===== src/rtl/core/wino_pkg.sv =====
// Package for the Winograd F(2x2,3x3) tile transform unit.
// Request and result payload structs, value types and mode codes; no dependencies.
`default_nettype none

package wino_pkg;

    localparam int LANE_W  = 16;
    localparam int VALUE_W = 20;

    localparam logic [1:0] MODE_INPUT  = 2'd0;
    localparam logic [1:0] MODE_KERNEL = 2'd1;
    localparam logic [1:0] MODE_OUTPUT = 2'd2;
    localparam logic [1:0] MODE_DROP   = 2'd3;

    localparam logic [1:0] LAST_ROW_FULL = 2'd3;
    localparam logic [1:0] LAST_ROW_OUT  = 2'd1;

    typedef logic signed [VALUE_W-1:0] val_t;
    typedef val_t [3:0] vrow_t;
    typedef vrow_t [3:0] vtile_t;

    typedef struct packed {
        logic [1:0]  mode;
        logic [63:0] row0;
        logic [63:0] row1;
        logic [63:0] row2;
        logic [63:0] row3;
    } req_t;

    typedef struct packed {
        logic [1:0] row_index;
        val_t       value0;
        val_t       value1;
        val_t       value2;
        val_t       value3;
        logic       last;
    } rsp_t;

endpackage

`default_nettype wire


===== src/rtl/core/winograd_f2x2_3x3_transform_unit.sv =====
// Winograd F(2x2,3x3) tile transform unit, top level.
// Depends on wino_pkg (payload structs, value types, mode codes).
//
// Usage:
//   A request on the tile channel carries a mode and four packed 4x16-bit rows.
//   Mode 0 gives B^T d B (four result rows), mode 1 gives 4 * G g G^T of the 3x3
//   kernel in rows 0..2 (four result rows), mode 2 gives A^T m A (two result
//   rows, columns 2 and 3 zero). Mode 3 requests are taken and dropped.
//   Results leave on the row channel one row per cycle while row_stall is low, last set on the final one.
//   A request passes the lane sign extension, column pass and row pass stages,
//   then the row serializer, before its first row is valid.
//   The single-row output port of the serializer limits the request rate: it
//   drains four rows per tile in modes 0 and 1 and two rows in mode 2.
//   Requests keep entering the pipeline while the serializer drains a tile.
//   Reset clears all valid bits and the row counter; no clearing pass.
//   When row_stall is high the current row holds and the stages fill up, then
//   tile_stall rises; nothing is lost or repeated.
`default_nettype none

module winograd_f2x2_3x3_transform_unit
    import wino_pkg::*;
#(
    parameter int DATA_WIDTH = 16
) (
    input  wire logic clk,
    input  wire logic rst_n,
    input  wire logic tile_valid,
    output logic      tile_stall,
    input  wire req_t tile,
    output logic      row_valid,
    input  wire logic row_stall,
    output rsp_t      row
);

    logic       s1_valid_reg, s2_valid_reg, s3_valid_reg, ser_valid_reg;
    logic [1:0] s1_mode_reg, s2_mode_reg, s3_mode_reg, ser_mode_reg;
    vtile_t     s1_d_reg, s2_t_reg, s3_r_reg, ser_tile_reg;
    vtile_t     s1_d_next, s2_t_next, s3_r_next;
    logic [1:0] idx_reg, idx_next;

    logic s1_rdy, s2_rdy, s3_rdy, ser_rdy;
    logic [1:0] last_row;
    logic       row_done;

    logic [3:0][63:0] in_rows;
    assign in_rows = {tile.row3, tile.row2, tile.row1, tile.row0};

    // handshake chain
    assign last_row   = (ser_mode_reg == MODE_OUTPUT) ? LAST_ROW_OUT : LAST_ROW_FULL;
    assign row_done   = ser_valid_reg && !row_stall && (idx_reg == last_row);
    assign ser_rdy    = !ser_valid_reg || row_done;
    assign s3_rdy     = !s3_valid_reg || ser_rdy;
    assign s2_rdy     = !s2_valid_reg || s3_rdy;
    assign s1_rdy     = !s1_valid_reg || s2_rdy;
    assign tile_stall = !s1_rdy;

    // stage 1: lane sign extension
    always_comb
    begin
        for (int i = 0; i < 4; i++)
        begin
            for (int j = 0; j < 4; j++)
            begin
                s1_d_next[i][j] = val_t'({{(VALUE_W-DATA_WIDTH){in_rows[i][LANE_W*j+DATA_WIDTH-1]}},
                                          in_rows[i][LANE_W*j +: DATA_WIDTH]});
            end
        end
    end

    // stage 2: column pass
    always_comb
    begin
        s2_t_next = '0;
        for (int j = 0; j < 4; j++)
        begin
            case (s1_mode_reg)
                MODE_INPUT:
                begin
                    s2_t_next[0][j] = s1_d_reg[0][j] - s1_d_reg[2][j];
                    s2_t_next[1][j] = s1_d_reg[1][j] + s1_d_reg[2][j];
                    s2_t_next[2][j] = s1_d_reg[2][j] - s1_d_reg[1][j];
                    s2_t_next[3][j] = s1_d_reg[1][j] - s1_d_reg[3][j];
                end
                MODE_KERNEL:
                begin
                    if (j < 3)
                    begin
                        s2_t_next[0][j] = s1_d_reg[0][j] <<< 1;
                        s2_t_next[1][j] = s1_d_reg[0][j] + s1_d_reg[1][j] + s1_d_reg[2][j];
                        s2_t_next[2][j] = s1_d_reg[0][j] - s1_d_reg[1][j] + s1_d_reg[2][j];
                        s2_t_next[3][j] = s1_d_reg[2][j] <<< 1;
                    end
                end
                MODE_OUTPUT:
                begin
                    s2_t_next[0][j] = s1_d_reg[0][j] + s1_d_reg[1][j] + s1_d_reg[2][j];
                    s2_t_next[1][j] = s1_d_reg[1][j] - s1_d_reg[2][j] - s1_d_reg[3][j];
                end
                default:
                begin
                    s2_t_next[0][j] = '0;
                end
            endcase
        end
    end

    // stage 3: row pass
    always_comb
    begin
        s3_r_next = '0;
        for (int i = 0; i < 4; i++)
        begin
            case (s2_mode_reg)
                MODE_INPUT:
                begin
                    s3_r_next[i][0] = s2_t_reg[i][0] - s2_t_reg[i][2];
                    s3_r_next[i][1] = s2_t_reg[i][1] + s2_t_reg[i][2];
                    s3_r_next[i][2] = s2_t_reg[i][2] - s2_t_reg[i][1];
                    s3_r_next[i][3] = s2_t_reg[i][1] - s2_t_reg[i][3];
                end
                MODE_KERNEL:
                begin
                    s3_r_next[i][0] = s2_t_reg[i][0] <<< 1;
                    s3_r_next[i][1] = s2_t_reg[i][0] + s2_t_reg[i][1] + s2_t_reg[i][2];
                    s3_r_next[i][2] = s2_t_reg[i][0] - s2_t_reg[i][1] + s2_t_reg[i][2];
                    s3_r_next[i][3] = s2_t_reg[i][2] <<< 1;
                end
                MODE_OUTPUT:
                begin
                    if (i < 2)
                    begin
                        s3_r_next[i][0] = s2_t_reg[i][0] + s2_t_reg[i][1] + s2_t_reg[i][2];
                        s3_r_next[i][1] = s2_t_reg[i][1] - s2_t_reg[i][2] - s2_t_reg[i][3];
                    end
                end
                default:
                begin
                    s3_r_next[i][0] = '0;
                end
            endcase
        end
    end

    // serializer row counter
    always_comb
    begin
        idx_next = idx_reg;
        if (ser_rdy)
        begin
            idx_next = '0;
        end
        else if (!row_stall)
        begin
            idx_next = idx_reg + 2'd1;
        end
    end

    always_ff @(posedge clk or negedge rst_n)
    begin
        if (!rst_n)
        begin
            s1_valid_reg  <= 1'b0;
            s2_valid_reg  <= 1'b0;
            s3_valid_reg  <= 1'b0;
            ser_valid_reg <= 1'b0;
            idx_reg       <= '0;
        end
        else
        begin
            if (s1_rdy)
            begin
                s1_valid_reg <= tile_valid && (tile.mode != MODE_DROP);
            end
            if (s2_rdy)
            begin
                s2_valid_reg <= s1_valid_reg;
            end
            if (s3_rdy)
            begin
                s3_valid_reg <= s2_valid_reg;
            end
            if (ser_rdy)
            begin
                ser_valid_reg <= s3_valid_reg;
            end
            idx_reg <= idx_next;
        end
    end

    always_ff @(posedge clk)
    begin
        if (s1_rdy)
        begin
            s1_mode_reg <= tile.mode;
            s1_d_reg    <= s1_d_next;
        end
        if (s2_rdy)
        begin
            s2_mode_reg <= s1_mode_reg;
            s2_t_reg    <= s2_t_next;
        end
        if (s3_rdy)
        begin
            s3_mode_reg <= s2_mode_reg;
            s3_r_reg    <= s3_r_next;
        end
        if (ser_rdy)
        begin
            ser_mode_reg <= s3_mode_reg;
            ser_tile_reg <= s3_r_reg;
        end
    end

    assign row_valid     = ser_valid_reg;
    assign row.row_index = idx_reg;
    assign row.value0    = ser_tile_reg[idx_reg][0];
    assign row.value1    = ser_tile_reg[idx_reg][1];
    assign row.value2    = ser_tile_reg[idx_reg][2];
    assign row.value3    = ser_tile_reg[idx_reg][3];
    assign row.last      = (idx_reg == last_row);

endmodule

`default_nettype wire


===== config.mk =====
export PLATFORM = sky130hd
export DESIGN_NAME = winograd_f2x2_3x3_transform_unit
export DESIGN_NICKNAME = d
export VERILOG_FILES = /design/src/rtl/core/wino_pkg.sv /design/src/rtl/core/winograd_f2x2_3x3_transform_unit.sv
export SDC_FILE = /design/constraint.sdc
export NUM_CORES = 2
export LEC_CHECK = 0
export BUFFER_PORTS_ARGS = -buffer_cell sky130_fd_sc_hd__buf_2
export CAP_MARGIN = 20
export CORE_MARGIN = 1
export CORE_UTILIZATION = 51
export CTS_BUF_LIST = sky130_fd_sc_hd__clkbuf_8 sky130_fd_sc_hd__clkbuf_16
export DETAILED_ROUTE_END_ITERATION = 10
export GPL_ROUTABILITY_DRIVEN = 0
export PLACE_DENSITY = 0.66
export SYNTH_ARGS = -nofsm -noshare
export SYNTH_HDL_FRONTEND = slang
export SYNTH_SLANG_ARGS = --single-unit
export TNS_END_PERCENT = 20

===== constraint.sdc =====
create_clock -name clk -period 58.1 [get_ports clk]
set_clock_uncertainty 0.1 [all_clocks]
set_input_delay 5.81 -clock clk [delete_from_list [all_inputs] [get_ports clk]]
set_output_delay 5.81 -clock clk [all_outputs]
set_load 0.005 [all_outputs]

==> qor.yml <==
run_status:
  status: "finished, final reports clean"
cts:
  clk_latency_ns: 0.81
  root_buffer: "clkbuf_16"
  clkSinkCount: 1189
  cts_resized: 0
  clockBufferDepth: 3
  numCtsBuffers: 118
  cts_tree: "done"
  cts.reportedPaths.clkPinSlew_ns: 0.06
  postCtsSetupRepairBufs: 0
  ctsHoldBuffers: 0
  h-tree-depth: 3
routing:
  viasPerCell: 6.14
  num_vias: 73900
  drt-total-wl_um: 315000
  dr.pass1.iters: 7
  first_iter_violations: 8803
  wl_per_cell_um: 26.2
  drc: 0
  antenna_left: 0
setup_path:
  path_cells: "buf_2 -> o21ai_4 -> buf_12 -> inv_1 -> nand2_4 -> nor2_1 -> nand2_4 -> inv_1 -> buf_2"
  path_buf_inv: 5
  end_kind: "output pin"
  reg2reg_depth: 9
  cp-start-kind: "primary input"
  r2r_end: "s3_r_reg[81]"
  crit_fanout: 166
  crit_required_ns: 52.19
  arrival_ns: 8.47
  crit_path_top_delay_cell: "buf_12"
  r2r_start: "idx_reg[1]"
  critPathKind: "in -> out"
  crit_family: "simple AND/OR/NAND/NOR gates"
  cpPeakStageDelay_ns: 0.57
  reg2reg_slack_ns: 52.23
hold_path:
  worstHoldStart: "s3_r_reg[284]"
  hold_end: "ser_tile_reg[284]"
  holdPathStages: 0
  min_path_type: "reg -> reg"
finish:
  multi_input_area_mm2: 0.0528
  fillCellCount: 15600
  drive_gt1_share_pct: 8.06
  syn_to_final_growth_pct: 8.82
  nets: 11000
  regArea_mm2: 0.0357
  instances_no_fill: 12000
yosys:
  yosysWarnings: 0
  postSynthAreaPerCell_um2: 10.2
  synth.area.top_cells: "edfxtp_1 (38%), ha_1 (12%), fa_1 (8.4%), inv_1 (4.7%), xnor2_1 (3.9%)"
  synth_flop_cell: "edfxtp_1"
  yosysSeqAreaShare_pct: 38.0
  synth_fp_nets: 10800
  synthCells: 9210
  yosysTopAreaCell: "edfxtp_1"
  ys_ff_latch: 1189
  synth-edff-count: 1183
  netlist.area_leader.share_pct: 37.9
  yosysUniqueCellTypes: 88
  synth_area_mm2: 0.0938
  ys_async_sr_fraction_pct: 0.505
global_routing:
  grt_pass1_vias: 71500
  grt_pass1_wl_um: 451000
  grt_usage_pct: 33.3
  grt-ovfl-total: 0
  grt_max_degree: 176
  antenna_found_initial: 22
sta:
  clock.fmax_mhz: 69.5
  min_period_over_period_pct: 24.8
  fin_crit_ns: 14.38
  setup_tns_ns: 0
  slew_viol_final: 0
  hold_viol_final: 0
  relSlewSlack_pct: 17.9
  worst_pin_slew_ns: 1.20
  setup_viol: 0
  grt_setup_unrepaired: "false"
placement:
  portBuffers: 346
  dpl.cell_count: 11800
  dp_hpwl_um: 255000
floorplanning:
  die_w_um: 431
  die_y_um: 431
  io_pins: 347
  floorplan.initialDensity_pct: 51.3
  core_mm2: 0.183
  core.rowCount: 157
  fp.dieArea_mm2: 0.186
run:
  drv_cap: 0
-- per-stage QoR --
| stage | instance area [um^2] | setup slack (ns) | utilization, % | hold WS (ns) |
|---|---|---|---|---|
| 5_1_grt | 102000 | 43.35 | 55.8 | 0.300 |
| 3_3_place_gp | 98200 | 43.62 | 53.7 | 0.301 |
| 6_report | 102000 | 43.72 | 55.8 | 0.296 |
| 2_1_floorplan | 93800 | 9.26 | - | 0.300 |
| 4_1_cts | 102000 | 43.52 | 55.8 | 0.303 |
| 3_5_place_dp | 98200 | 43.52 | 53.7 | 0.305 |
-- worst max-delay path by stage --
stage / startpoint / end / depth (start not counted)
3_5_place_dp: row_stall / tile_stall / 9
4_1_cts: row_stall / tile_stall / 9
6_report: row_stall / tile_stall / 9
3_3_place_gp: row_stall / tile_stall / 9
5_1_grt: row_stall / tile_stall / 9
2_1_floorplan: row_stall / tile_stall / 6
-- cells in the mapped netlist (all sizes together), types with 56 or more instances --
| library cell | instances |
|---|---|
| a211oi | 128 |
| a21o | 197 |
| a21oi | 720 |
| a31oi | 80 |
| buf | 56 |
| clkbuf | 220 |
| edfxtp | 1183 |
| fa | 394 |
| ha | 919 |
| inv | 1164 |
| mux2i | 69 |
| mux4 | 80 |
| nand2 | 432 |
| nand2b | 124 |
| nand3 | 129 |
| nor2 | 791 |
| nor2b | 112 |
| nor3 | 185 |
| o21a | 97 |
| o21ai | 409 |
| o21bai | 90 |
| o22ai | 188 |
| or3 | 63 |
| xnor2 | 417 |
| xor2 | 252 |
-- layout make-up --
cell class | count | share of cell area [%]
Inverter | 1167 | 4.30
Sequential cell | 1189 | 35.0
Multi-Input combinational cell | 6578 | 51.7
Clock buffer | 120 | 2.94
Clock inverter | 103 | 0.857
Tap cell | 2464 | 3.02
Timing Repair Buffer | 409 | 2.21
Antenna cell | 5 | 0.0123
-- layer usage --
metal	vias to the layer above	wire length, um	track usage (%)
li1	33300	-	-
met1	35800	119000	43.5
met2	4037	139000	51.9
met3	813	35800	6.23
met4	12	21000	19.2
met5	-	153	0
-- placed cells by master, fill, tap and decap left out, types with 346 or more instances in the layout --
cell type / instances
ha_1: 919
buf_2: 346
fa_1: 394
a21oi_1: 718
xnor2_1: 417
nand2_1: 424
edfxtp_1: 1183
inv_1: 1174
o21ai_0: 399
nor2_1: 787
-- logic make-up after synthesis --
family                     share of synthesized area, %
xor gates and xnor gates                           6.25
AOI/OAI and AO/OA                                  16.3
and+or+nand+nor                                    10.3
adders and majority gates                          20.7
muxes                                              2.75
buffers and inverters                              5.78
DFF                                                38.0
Power is not shown: default switching activity piles up to over one toggle a cycle in this logic, so the estimate is an artifact.
